**src/hw/rtl/window_disparity_depth_stats_top_macros.svh**
```systemverilog
// Assertion macros shared by the window disparity depth stats RTL
`ifndef WINDOW_DISPARITY_DEPTH_STATS_TOP_MACROS_SVH
`define WINDOW_DISPARITY_DEPTH_STATS_TOP_MACROS_SVH

// Condition must hold at every clock edge out of reset
`define WDDS_ASSERT(label, cond, msg) \
    label: assert property (@(posedge clk) disable iff (!rst_n) (cond)) else $error(msg);

// Antecedent implies consequent in the next cycle
`define WDDS_ASSERT_NEXT(label, ante, cons, msg) \
    label: assert property (@(posedge clk) disable iff (!rst_n) (ante) |=> (cons)) \
        else $error(msg);

`endif

```
**src/hw/rtl/wdds_pkg.sv**
```systemverilog
// Package: types, constants and command/status structs for the depth stats block
`timescale 1ns / 1ps

package wdds_pkg;

    localparam int MAX_SAMPLES = 64;
    localparam int ADDR_W      = $clog2(MAX_SAMPLES);
    localparam int CNT_W       = $clog2(MAX_SAMPLES + 1);
    localparam int MIN_VALID   = 8;
    localparam int DISP_W      = 12;
    localparam int SUM_W       = 18;
    localparam int SQ_W        = 30;
    localparam int DIV_W       = 37;
    localparam int DIV_CNT_W   = $clog2(DIV_W + 1);
    localparam int ROOT_W      = 38;
    localparam int ROOT_STEPS  = ROOT_W / 2;
    localparam int ROOT_CNT_W  = $clog2(ROOT_STEPS + 1);
    localparam int CFG_W       = 20;
    localparam int BASE_W      = 20;
    localparam int FOCAL_W     = 16;
    localparam int DEPTH_W     = 16;
    localparam int DEPTH_SCALE = 1000;
    localparam int DENOM_W     = 22;

    localparam logic CFG_BASELINE = 1'b0;
    localparam logic CFG_FOCAL    = 1'b1;

    typedef struct packed {
        logic signed [12:0] disparity;
        logic               mask_valid;
        logic [11:0]        point_col;
        logic [11:0]        point_row;
        logic               last_sample;
    } sample_t;

    typedef struct packed {
        logic        status;
        logic [11:0] median_disp;
        logic [15:0] depth_mm;
        logic [11:0] std_disp;
        logic [6:0]  valid_count;
        logic [6:0]  total_count;
        logic [11:0] point_col_out;
        logic [11:0] point_row_out;
    } result_t;

    typedef struct packed {
        logic load_sample;
        logic mul_stats;
        logic form_spread;
        logic div_var_go;
        logic root_go;
        logic med_rd;
        logic med_cand;
        logic sweep;
        logic med_test;
        logic mul_depth;
        logic div_depth_go;
        logic finish;
    } cmd_t;

    typedef struct packed {
        logic too_few;
        logic div_done;
        logic root_done;
        logic sweep_done;
        logic found;
    } stat_t;

endpackage

```
**src/hw/rtl/window_disparity_depth_stats_top.sv**
```systemverilog
// Top level: window disparity statistics and depth from median disparity
//
// Channel   Direction  Handshake                 Payload
// sample    in         start & !busy             sample_t
// result    out        done (one cycle strobe)   result_t
// config    in         cfg_we                    cfg_idx, cfg_data
//
// Samples are loaded as they are taken and may follow at once; busy stays low
// between samples of a window. After the final sample come a variance divide
// and a square root, a median search over the n valid samples (one store read
// per cycle) and a depth divide; all are skipped when too few are valid.
// Reset clears tallies, config and the controller; the store is not cleared.
// done pulses for one cycle as busy falls; results cannot be stalled.
`timescale 1ns / 1ps

module window_disparity_depth_stats_top
    import wdds_pkg::*;
(
    input  logic             clk,
    input  logic             rst_n,
    input  logic             start,
    output logic             busy,
    input  sample_t          sample,
    output logic             done,
    output result_t          result,
    input  logic             cfg_we,
    input  logic             cfg_idx,
    input  logic [CFG_W-1:0] cfg_data
);

    cmd_t  cmd;
    stat_t stat;

    wdds_ctrl u_ctrl (
        .clk         (clk),
        .rst_n       (rst_n),
        .start       (start),
        .last_sample (sample.last_sample),
        .stat        (stat),
        .cmd         (cmd),
        .busy        (busy),
        .done        (done)
    );

    wdds_dp u_dp (
        .clk      (clk),
        .rst_n    (rst_n),
        .cfg_we   (cfg_we),
        .cfg_idx  (cfg_idx),
        .cfg_data (cfg_data),
        .sample   (sample),
        .cmd      (cmd),
        .stat     (stat),
        .result   (result)
    );

endmodule

```
**src/hw/rtl/wdds_div.sv**
```systemverilog
// Iterative restoring divider, one quotient bit per cycle
`timescale 1ns / 1ps

module wdds_div
    import wdds_pkg::*;
(
    input  logic             clk,
    input  logic             rst_n,
    input  logic             go,
    input  logic [DIV_W-1:0] dividend,
    input  logic [DIV_W-1:0] divisor,
    output logic [DIV_W-1:0] quotient,
    output logic             done
);

    logic [DIV_W-1:0]     rem_reg, rem_next;
    logic [DIV_W-1:0]     quo_reg, quo_next;
    logic [DIV_W-1:0]     dvs_reg;
    logic [DIV_CNT_W-1:0] cnt_reg;
    logic                 active_reg;
    logic                 done_reg;
    logic [DIV_W:0]       shifted;
    logic                 ge;

    always_comb
    begin
        shifted  = {rem_reg, quo_reg[DIV_W-1]};
        ge       = shifted >= {1'b0, dvs_reg};
        rem_next = ge ? DIV_W'(shifted - {1'b0, dvs_reg}) : shifted[DIV_W-1:0];
        quo_next = {quo_reg[DIV_W-2:0], ge};
    end

    always_ff @(posedge clk or negedge rst_n)
    begin
        if (!rst_n)
        begin
            active_reg <= 1'b0;
            done_reg   <= 1'b0;
            cnt_reg    <= '0;
        end
        else
        begin
            done_reg <= 1'b0;
            if (go)
            begin
                active_reg <= 1'b1;
                cnt_reg    <= DIV_CNT_W'(DIV_W);
            end
            else if (active_reg)
            begin
                cnt_reg <= cnt_reg - 1'b1;
                if (cnt_reg == DIV_CNT_W'(1))
                begin
                    active_reg <= 1'b0;
                    done_reg   <= 1'b1;
                end
            end
        end
    end

    always_ff @(posedge clk)
    begin
        if (go)
        begin
            rem_reg <= '0;
            quo_reg <= dividend;
            dvs_reg <= divisor;
        end
        else if (active_reg)
        begin
            rem_reg <= rem_next;
            quo_reg <= quo_next;
        end
    end

    assign quotient = quo_reg;
    assign done     = done_reg;

endmodule

```
**src/hw/rtl/wdds_dp.sv**
```systemverilog
// Datapath: sample store, window sums, median search, root and depth
`timescale 1ns / 1ps
`include "window_disparity_depth_stats_top_macros.svh"

module wdds_dp
    import wdds_pkg::*;
(
    input  logic             clk,
    input  logic             rst_n,
    input  logic             cfg_we,
    input  logic             cfg_idx,
    input  logic [CFG_W-1:0] cfg_data,
    input  sample_t          sample,
    input  cmd_t             cmd,
    output stat_t            stat,
    output result_t          result
);

    logic [DISP_W-1:0]  mem [MAX_SAMPLES];
    logic [DISP_W-1:0]  rd_data_reg;
    logic [ADDR_W-1:0]  rd_addr;

    logic [BASE_W-1:0]  baseline_reg;
    logic [FOCAL_W-1:0] focal_reg;
    logic [CNT_W-1:0]   valid_tally_reg;
    logic [CNT_W-1:0]   total_tally_reg;
    logic [SUM_W-1:0]   disp_sum_reg;
    logic [SQ_W-1:0]    disp_sq_reg;

    logic [CNT_W-1:0]   i_reg, j_reg, below_reg, nab_reg;
    logic               pend_reg;
    logic [DISP_W-1:0]  cand_reg, median_reg;
    logic [11:0]        col_reg, row_reg;

    logic [DIV_W-1:0]   prod_a_reg;
    logic [2*SUM_W-1:0] prod_b_reg;
    logic [DIV_W-1:0]   spread_reg;
    logic [2*CNT_W-1:0] nn_reg;
    logic [BASE_W+FOCAL_W-1:0] numer_reg;
    logic [DENOM_W-1:0] denom_reg;

    logic [ROOT_W-1:0]     rv_reg, rr_reg, rbit_reg, rsum;
    logic [ROOT_CNT_W-1:0] rcnt_reg;

    logic [DISP_W-1:0]  raw;
    logic               sample_ok;
    logic               store_en;
    logic [CNT_W-1:0]   rank;
    logic               div_go;
    logic [DIV_W-1:0]   div_num, div_den, div_q;
    logic               div_done;

    assign raw       = sample.disparity[DISP_W-1:0];
    assign sample_ok = sample.mask_valid && !sample.disparity[12] && (raw != '0);
    assign store_en  = total_tally_reg < CNT_W'(MAX_SAMPLES);
    assign rank      = valid_tally_reg >> 1;
    assign rd_addr   = cmd.sweep ? j_reg[ADDR_W-1:0] : i_reg[ADDR_W-1:0];
    assign rsum      = rr_reg + rbit_reg;

    assign div_go  = cmd.div_var_go || cmd.div_depth_go;
    assign div_num = cmd.div_var_go ? spread_reg : DIV_W'(numer_reg);
    assign div_den = cmd.div_var_go ? DIV_W'(nn_reg) : DIV_W'(denom_reg);

    wdds_div u_div (
        .clk      (clk),
        .rst_n    (rst_n),
        .go       (div_go),
        .dividend (div_num),
        .divisor  (div_den),
        .quotient (div_q),
        .done     (div_done)
    );

    always_ff @(posedge clk)
    begin
        if (cmd.load_sample && store_en && sample_ok)
        begin
            mem[valid_tally_reg[ADDR_W-1:0]] <= raw;
        end
        if (cmd.med_rd || cmd.sweep)
        begin
            rd_data_reg <= mem[rd_addr];
        end
    end

    always_ff @(posedge clk or negedge rst_n)
    begin
        if (!rst_n)
        begin
            baseline_reg    <= '0;
            focal_reg       <= '0;
            valid_tally_reg <= '0;
            total_tally_reg <= '0;
            disp_sum_reg    <= '0;
            disp_sq_reg     <= '0;
            pend_reg        <= 1'b0;
            rcnt_reg        <= '0;
            i_reg           <= '0;
            j_reg           <= '0;
        end
        else
        begin
            if (cfg_we)
            begin
                case (cfg_idx)
                    CFG_BASELINE: baseline_reg <= cfg_data[BASE_W-1:0];
                    CFG_FOCAL:    focal_reg    <= cfg_data[FOCAL_W-1:0];
                    default:      ;
                endcase
            end
            if (cmd.load_sample && store_en)
            begin
                total_tally_reg <= total_tally_reg + 1'b1;
                if (sample_ok)
                begin
                    valid_tally_reg <= valid_tally_reg + 1'b1;
                    disp_sum_reg    <= disp_sum_reg + SUM_W'(raw);
                    disp_sq_reg     <= disp_sq_reg + SQ_W'(raw * raw);
                end
            end
            if (cmd.finish)
            begin
                valid_tally_reg <= '0;
                total_tally_reg <= '0;
                disp_sum_reg    <= '0;
                disp_sq_reg     <= '0;
            end
            if (cmd.root_go)
            begin
                rcnt_reg <= ROOT_CNT_W'(ROOT_STEPS);
                i_reg    <= '0;
            end
            else if (rcnt_reg != '0)
            begin
                rcnt_reg <= rcnt_reg - 1'b1;
            end
            if (cmd.med_cand)
            begin
                j_reg    <= '0;
                pend_reg <= 1'b0;
            end
            else if (cmd.sweep)
            begin
                if (j_reg < valid_tally_reg)
                begin
                    j_reg    <= j_reg + 1'b1;
                    pend_reg <= 1'b1;
                end
                else
                begin
                    pend_reg <= 1'b0;
                end
            end
            if (cmd.med_test && !stat.found)
            begin
                i_reg <= i_reg + 1'b1;
            end
        end
    end

    always_ff @(posedge clk)
    begin
        if (cmd.load_sample)
        begin
            col_reg <= sample.point_col;
            row_reg <= sample.point_row;
        end
        if (cmd.mul_stats)
        begin
            prod_a_reg <= DIV_W'(valid_tally_reg * disp_sq_reg);
            prod_b_reg <= (2*SUM_W)'(disp_sum_reg) * (2*SUM_W)'(disp_sum_reg);
        end
        if (cmd.form_spread)
        begin
            spread_reg <= prod_a_reg - DIV_W'(prod_b_reg);
            nn_reg     <= (2*CNT_W)'(valid_tally_reg) * (2*CNT_W)'(valid_tally_reg);
        end
        if (cmd.root_go)
        begin
            rv_reg   <= ROOT_W'(div_q);
            rr_reg   <= '0;
            rbit_reg <= ROOT_W'(1) << (ROOT_W - 2);
        end
        else if (rcnt_reg != '0)
        begin
            if (rv_reg >= rsum)
            begin
                rv_reg <= rv_reg - rsum;
                rr_reg <= (rr_reg >> 1) + rbit_reg;
            end
            else
            begin
                rr_reg <= rr_reg >> 1;
            end
            rbit_reg <= rbit_reg >> 2;
        end
        if (cmd.med_cand)
        begin
            cand_reg  <= rd_data_reg;
            below_reg <= '0;
            nab_reg   <= '0;
        end
        else if (cmd.sweep && pend_reg)
        begin
            below_reg <= below_reg + CNT_W'(rd_data_reg < cand_reg);
            nab_reg   <= nab_reg + CNT_W'(rd_data_reg <= cand_reg);
        end
        if (cmd.med_test && stat.found)
        begin
            median_reg <= cand_reg;
        end
        if (cmd.mul_depth)
        begin
            numer_reg <= (BASE_W+FOCAL_W)'(baseline_reg) * (BASE_W+FOCAL_W)'(focal_reg);
            denom_reg <= DENOM_W'(median_reg * DENOM_W'(DEPTH_SCALE));
        end
        if (cmd.finish)
        begin
            result.status        <= stat.too_few;
            result.valid_count   <= valid_tally_reg;
            result.total_count   <= total_tally_reg;
            result.point_col_out <= col_reg;
            result.point_row_out <= row_reg;
            if (stat.too_few)
            begin
                result.median_disp <= '0;
                result.depth_mm    <= '0;
                result.std_disp    <= '0;
            end
            else
            begin
                result.median_disp <= median_reg;
                result.depth_mm    <= (div_q[DIV_W-1:DEPTH_W] != '0) ? '1
                                                                   : div_q[DEPTH_W-1:0];
                result.std_disp    <= (rr_reg[ROOT_W-1:DISP_W] != '0) ? '1
                                                                   : rr_reg[DISP_W-1:0];
            end
        end
    end

    assign stat.too_few    = valid_tally_reg < CNT_W'(MIN_VALID);
    assign stat.div_done   = div_done;
    assign stat.root_done  = rcnt_reg == '0;
    assign stat.sweep_done = (j_reg == valid_tally_reg) && !pend_reg;
    assign stat.found      = (below_reg <= rank) && (rank < nab_reg);

    `WDDS_ASSERT(a_tally_order, valid_tally_reg <= total_tally_reg, "valid tally above total")
    `WDDS_ASSERT(a_total_bound, total_tally_reg <= CNT_W'(MAX_SAMPLES), "total tally overflow")
    `WDDS_ASSERT_NEXT(a_finish_clear, cmd.finish, total_tally_reg == '0, "window not cleared")

endmodule

```
**src/hw/rtl/wdds_ctrl.sv**
```systemverilog
// Controller: sequences sample loading and end-of-window computation
`timescale 1ns / 1ps
`include "window_disparity_depth_stats_top_macros.svh"

module wdds_ctrl
    import wdds_pkg::*;
(
    input  logic  clk,
    input  logic  rst_n,
    input  logic  start,
    input  logic  last_sample,
    input  stat_t stat,
    output cmd_t  cmd,
    output logic  busy,
    output logic  done
);

    typedef enum logic [3:0] {
        S_IDLE, S_CHECK, S_MUL, S_SPREAD, S_DIVV, S_DIVV_W, S_ROOT, S_ROOT_W,
        S_MED_RD, S_MED_CAND, S_MED_SWEEP, S_MED_TEST, S_DMUL, S_DIVD, S_DIVD_W,
        S_FINISH
    } state_t;

    state_t state_reg, state_next;
    logic   done_reg;

    always_comb
    begin
        state_next = state_reg;
        cmd        = '0;
        case (state_reg)
            S_IDLE:
            begin
                if (start)
                begin
                    cmd.load_sample = 1'b1;
                    if (last_sample)
                    begin
                        state_next = S_CHECK;
                    end
                end
            end
            S_CHECK:     state_next = stat.too_few ? S_FINISH : S_MUL;
            S_MUL:
            begin
                cmd.mul_stats = 1'b1;
                state_next    = S_SPREAD;
            end
            S_SPREAD:
            begin
                cmd.form_spread = 1'b1;
                state_next      = S_DIVV;
            end
            S_DIVV:
            begin
                cmd.div_var_go = 1'b1;
                state_next     = S_DIVV_W;
            end
            S_DIVV_W:    state_next = stat.div_done ? S_ROOT : S_DIVV_W;
            S_ROOT:
            begin
                cmd.root_go = 1'b1;
                state_next  = S_ROOT_W;
            end
            S_ROOT_W:    state_next = stat.root_done ? S_MED_RD : S_ROOT_W;
            S_MED_RD:
            begin
                cmd.med_rd = 1'b1;
                state_next = S_MED_CAND;
            end
            S_MED_CAND:
            begin
                cmd.med_cand = 1'b1;
                state_next   = S_MED_SWEEP;
            end
            S_MED_SWEEP:
            begin
                cmd.sweep = 1'b1;
                if (stat.sweep_done)
                begin
                    state_next = S_MED_TEST;
                end
            end
            S_MED_TEST:
            begin
                cmd.med_test = 1'b1;
                state_next   = stat.found ? S_DMUL : S_MED_RD;
            end
            S_DMUL:
            begin
                cmd.mul_depth = 1'b1;
                state_next    = S_DIVD;
            end
            S_DIVD:
            begin
                cmd.div_depth_go = 1'b1;
                state_next       = S_DIVD_W;
            end
            S_DIVD_W:    state_next = stat.div_done ? S_FINISH : S_DIVD_W;
            S_FINISH:
            begin
                cmd.finish = 1'b1;
                state_next = S_IDLE;
            end
            default:     state_next = S_IDLE;
        endcase
    end

    always_ff @(posedge clk or negedge rst_n)
    begin
        if (!rst_n)
        begin
            state_reg <= S_IDLE;
            done_reg  <= 1'b0;
        end
        else
        begin
            state_reg <= state_next;
            done_reg  <= (state_reg == S_FINISH);
        end
    end

    assign busy = state_reg != S_IDLE;
    assign done = done_reg;

    `WDDS_ASSERT(a_done_idle, !done_reg || state_reg == S_IDLE, "result strobe while busy")
    `WDDS_ASSERT_NEXT(a_plain_sample, start && !busy && !last_sample, !busy,
        "non-final sample left idle")
    `WDDS_ASSERT(a_div_wait, !stat.div_done || state_reg == S_DIVV_W || state_reg == S_DIVD_W,
        "divider finished outside a wait state")

endmodule
```
**config.mk**
```make
export PLATFORM = sky130hd
export DESIGN_NAME = window_disparity_depth_stats_top
export DESIGN_NICKNAME = d
export VERILOG_FILES = /design/src/hw/rtl/wdds_pkg.sv /design/src/hw/rtl/window_disparity_depth_stats_top.sv /design/src/hw/rtl/wdds_div.sv /design/src/hw/rtl/wdds_dp.sv /design/src/hw/rtl/wdds_ctrl.sv
export VERILOG_INCLUDE_DIRS = /design/src /design/src/hw/rtl
export SDC_FILE = /design/constraint.sdc
export NUM_CORES = 2
export LEC_CHECK = 0
export BUFFER_PORTS_ARGS = -buffer_cell sky130_fd_sc_hd__buf_2
export CAP_MARGIN = 10
export CORE_ASPECT_RATIO = 0.5
export CORE_MARGIN = 3
export CORE_UTILIZATION = 55
export DETAILED_ROUTE_END_ITERATION = 10
export PLACE_DENSITY = 0.74
export SETUP_SLACK_MARGIN = 0.05
export SLEW_MARGIN = 0
export SYNTH_ARGS = -nofsm -noshare
export SYNTH_HDL_FRONTEND = slang
export SYNTH_SLANG_ARGS = --single-unit
```
**constraint.sdc**
```tcl
create_clock -name clk -period 7.2 [get_ports clk]
set_clock_uncertainty 0.05 [all_clocks]
set_input_delay 0.72 -clock clk [delete_from_list [all_inputs] [get_ports clk]]
set_output_delay 0.72 -clock clk [all_outputs]
set_load 0.02 [all_outputs]
```
==> impl_metrics.toml <==
[status]
outcome = "finished, final reports clean"

[grt]
grt_overflow = 0
grt.total_usage = 0.2570
antenna_found_initial = 8
grt_pass1_vias = 64840
grt_pass1_wl_microns = 362200
grt_max_degree = 116

[timing]
hold_viol = 0
timing.slew.headroom = 0.1358
post-route-min-period_ps = 6860
drv_slew = 0
tightest_slew_ps = 1292
rsz0062_at_grt = "yes"
fin_setup_tns_ps = 0
period_share = 0.9527
post-route-worst-setup-slack_ps = 340.3
clock.fmax_mhz = 145.8
setup_viol = 0

[place]
port_buffers = 144
hpwlAfterDp_microns = 161100
place_ws_ps = 307.8
gp_congestion = 0.9134

[clocking]
cts_buffer_depth = 4
clock_sinks = 1418
cts_tree = "done"
numCtsBuffers = 140
clkTransAtPathRegs_ps = 60
h-tree-depth = 4
clk_latency_ps = 820
post_cts_buffers = 0
cts_root_buf = "clkbuf_16"

[logic_synthesis]
synthesis.nets = 10020
synth_edf_count = 1179
syn_inst = 8598
synth_ff_type = "edfxtp_1"
synth.ff_latch_count = 1418
yosysSeqAreaShare = 0.4282
avgSynthCellArea_sq_um = 11.09
yosys_warnings = 0
async_flop_share = 0.09168
ys_types = 90
syn_area_sq_um = 95370

[cells_and_area]
ff_latch_area_sq_um = 40850
multi_input_area_sq_um = 49060
syn2layout_area_growth_pct = 8.753
final_layout_size_suffix_gt1_frac = 0.08899
insertedDiodeCount = 0
nets = 10140
n_fill_cell = 13500
largest_reg_flops = 768

[job]
drv_cap = 0

[worst_setup_path]
critPathKind = "register to register"
crit_arrival_ps = 7310
start_kind = "register"
critPathMaxFanout = 12
worstSetupEndpointType = "register"
r2r_slack_ps = 340
cp.required_ps = 7650

[drt]
num_vias = 64250
avgViaCountPerCell = 5.789
wl_microns = 226900
first_pass_iters = 6
wl_per_cell_microns = 20.45
ant_nets = 0
initialDrtViolationCount = 5670
drc = 0

[power]
peakVddDrop_v = 0.001317
leakage_nw = 43.72
power_density_nw_per_um2 = 344.6

[floorplan]
start_util = 0.5570
std_cell_rows = 107
fp.dieH_microns = 300.5
dieArea_sq_um = 178700
io_pins = 145
die_w_microns = 594.9
core_sq_um = 171200

[hold_path]
hold_path.class = "input port to register"
## cells by family (layout without fill, tap and decap cells)
family                   after synthesis  in the layout  share of synthesized area
adder cells (fa/ha/maj)             1362           1362                     0.2385
flip-flops                          1418           1418                     0.4282
buffers and inverters               1497           1709                    0.05953
AND/OR/NAND/NOR                     2456           2456                     0.1158
multiplexers                         247            247                    0.04268
AO/OA/AOI/OAI                       1279           1279                    0.08413
XOR/XNOR                             339            339                    0.03113
## critical path: stages (launching register included)
cell     delay (ps)
dfrtp_1         510
buf_4           240
and2_1          160
fa_1            530
inv_1            50
fa_1            460
fa_1            510
inv_1            50
fa_1            480
fa_1            570
inv_1            70
fa_1            490
inv_1            50
ha_1            330
o21a_1          200
nor2_1          120
o21a_1          140
a311o_1         200
nor2_1           80
o41a_1          440
a22o_1          250
a311o_1         350
a21oi_1         180
xnor2_1          90
## metal layers
| layer | routed length (microns) | part of all wire | global-route usage |
|---|---|---|---|
| met1 | 96220 | 0.42 | 0.3615 |
| met2 | 105600 | 0.47 | 0.4148 |
| met3 | 18320 | 0.081 | 0.04217 |
| met4 | 6731 | 0.030 | 0.07465 |
| met5 | 27 | 0.00012 | 0 |
## cell usage in the layout, fill, tap and decap left out, types with 113 or more instances in the layout
cell type	Yosys	layout
a21o_1	113	113
nand3_1	174	173
xnor2_1	218	218
dfrtp_1	130	123
buf_4	3	174
inv_1	1116	1115
xor2_1	121	121
nor2_1	433	429
fa_1	760	760
buf_2	38	143
o21ai_0	300	299
clkbuf_16	0	145
mux4_2	122	122
and2_1	267	267
nand2_1	1190	1190
ha_1	602	602
a21oi_1	401	401
edfxtp_1	1179	1179
## synth_stat cells (all sizes together) (174+ instances only)
cell / count / area share
fa: 760 / 0.16
o21ai: 308 / 0.016
nor2: 434 / 0.017
xnor2: 218 / 0.020
nand2: 1190 / 0.047
clkbuf: 291 / 0.011
inv: 1117 / 0.044
edfxtp: 1179 / 0.37
a21oi: 402 / 0.021
and2: 267 / 0.018
nand3: 174 / 0.0091
ha: 602 / 0.079
## timing repair
action                                  4_1_cts  5_1_grt
hold buffers                                 23        0
endpoints found under the setup margin        0        5
gates resized for setup                       0        4
endpoints found under the hold margin        84        0
## area by class of cell
class / count / area share
sequential: 1418 / 0.3938
multi-input combinational: 5683 / 0.4730
timing repair buffer: 347 / 0.02264
clock inverter: 72 / 0.006201
clock buffer: 169 / 0.03614
inverter: 1121 / 0.04059
tap: 2289 / 0.02761
## power breakdown
group / leakage (nW) / internal [mW] / switching [mW]
sequential: 12.7 / 9.81 / 0.117
clock: 2.13 / 4.05 / 3.20
combinational: 28.8 / 8.00 / 10.6
## through the flow
stage	total power [mW]	area, sq um	util	instances	hold slack (ps)
global placement	28.34	99040	0.5784	10830	350.2
CTS	36.02	103700	0.6054	11090	37.37
finish	35.74	103700	0.6057	11100	85.21
detailed placement	28.55	99040	0.5784	10830	354.5
global route	38.84	103700	0.6057	11100	56.47
floorplan	24.02	95370	-	8598	350.3
## path summary, 6_finish.rpt
check                                  startpoint                     to  depth (start not counted)
min in group asynchronous                   rst_n     u_dp.focal_reg[12]                          2
max in group asynchronous                   rst_n  u_dp.u_div.active_reg                          3
worst max-delay path            u_dp.focal_reg[4]     u_dp.numer_reg[34]                         23
worst min register to register    u_dp.col_reg[2]        u_dp.result[14]                          0
worst min-delay path                   sample[11]       u_dp.row_reg[10]                          1
worst max register to register  u_dp.focal_reg[4]     u_dp.numer_reg[34]                         23
No activity file was read; power rests on OpenSTA's default activity.
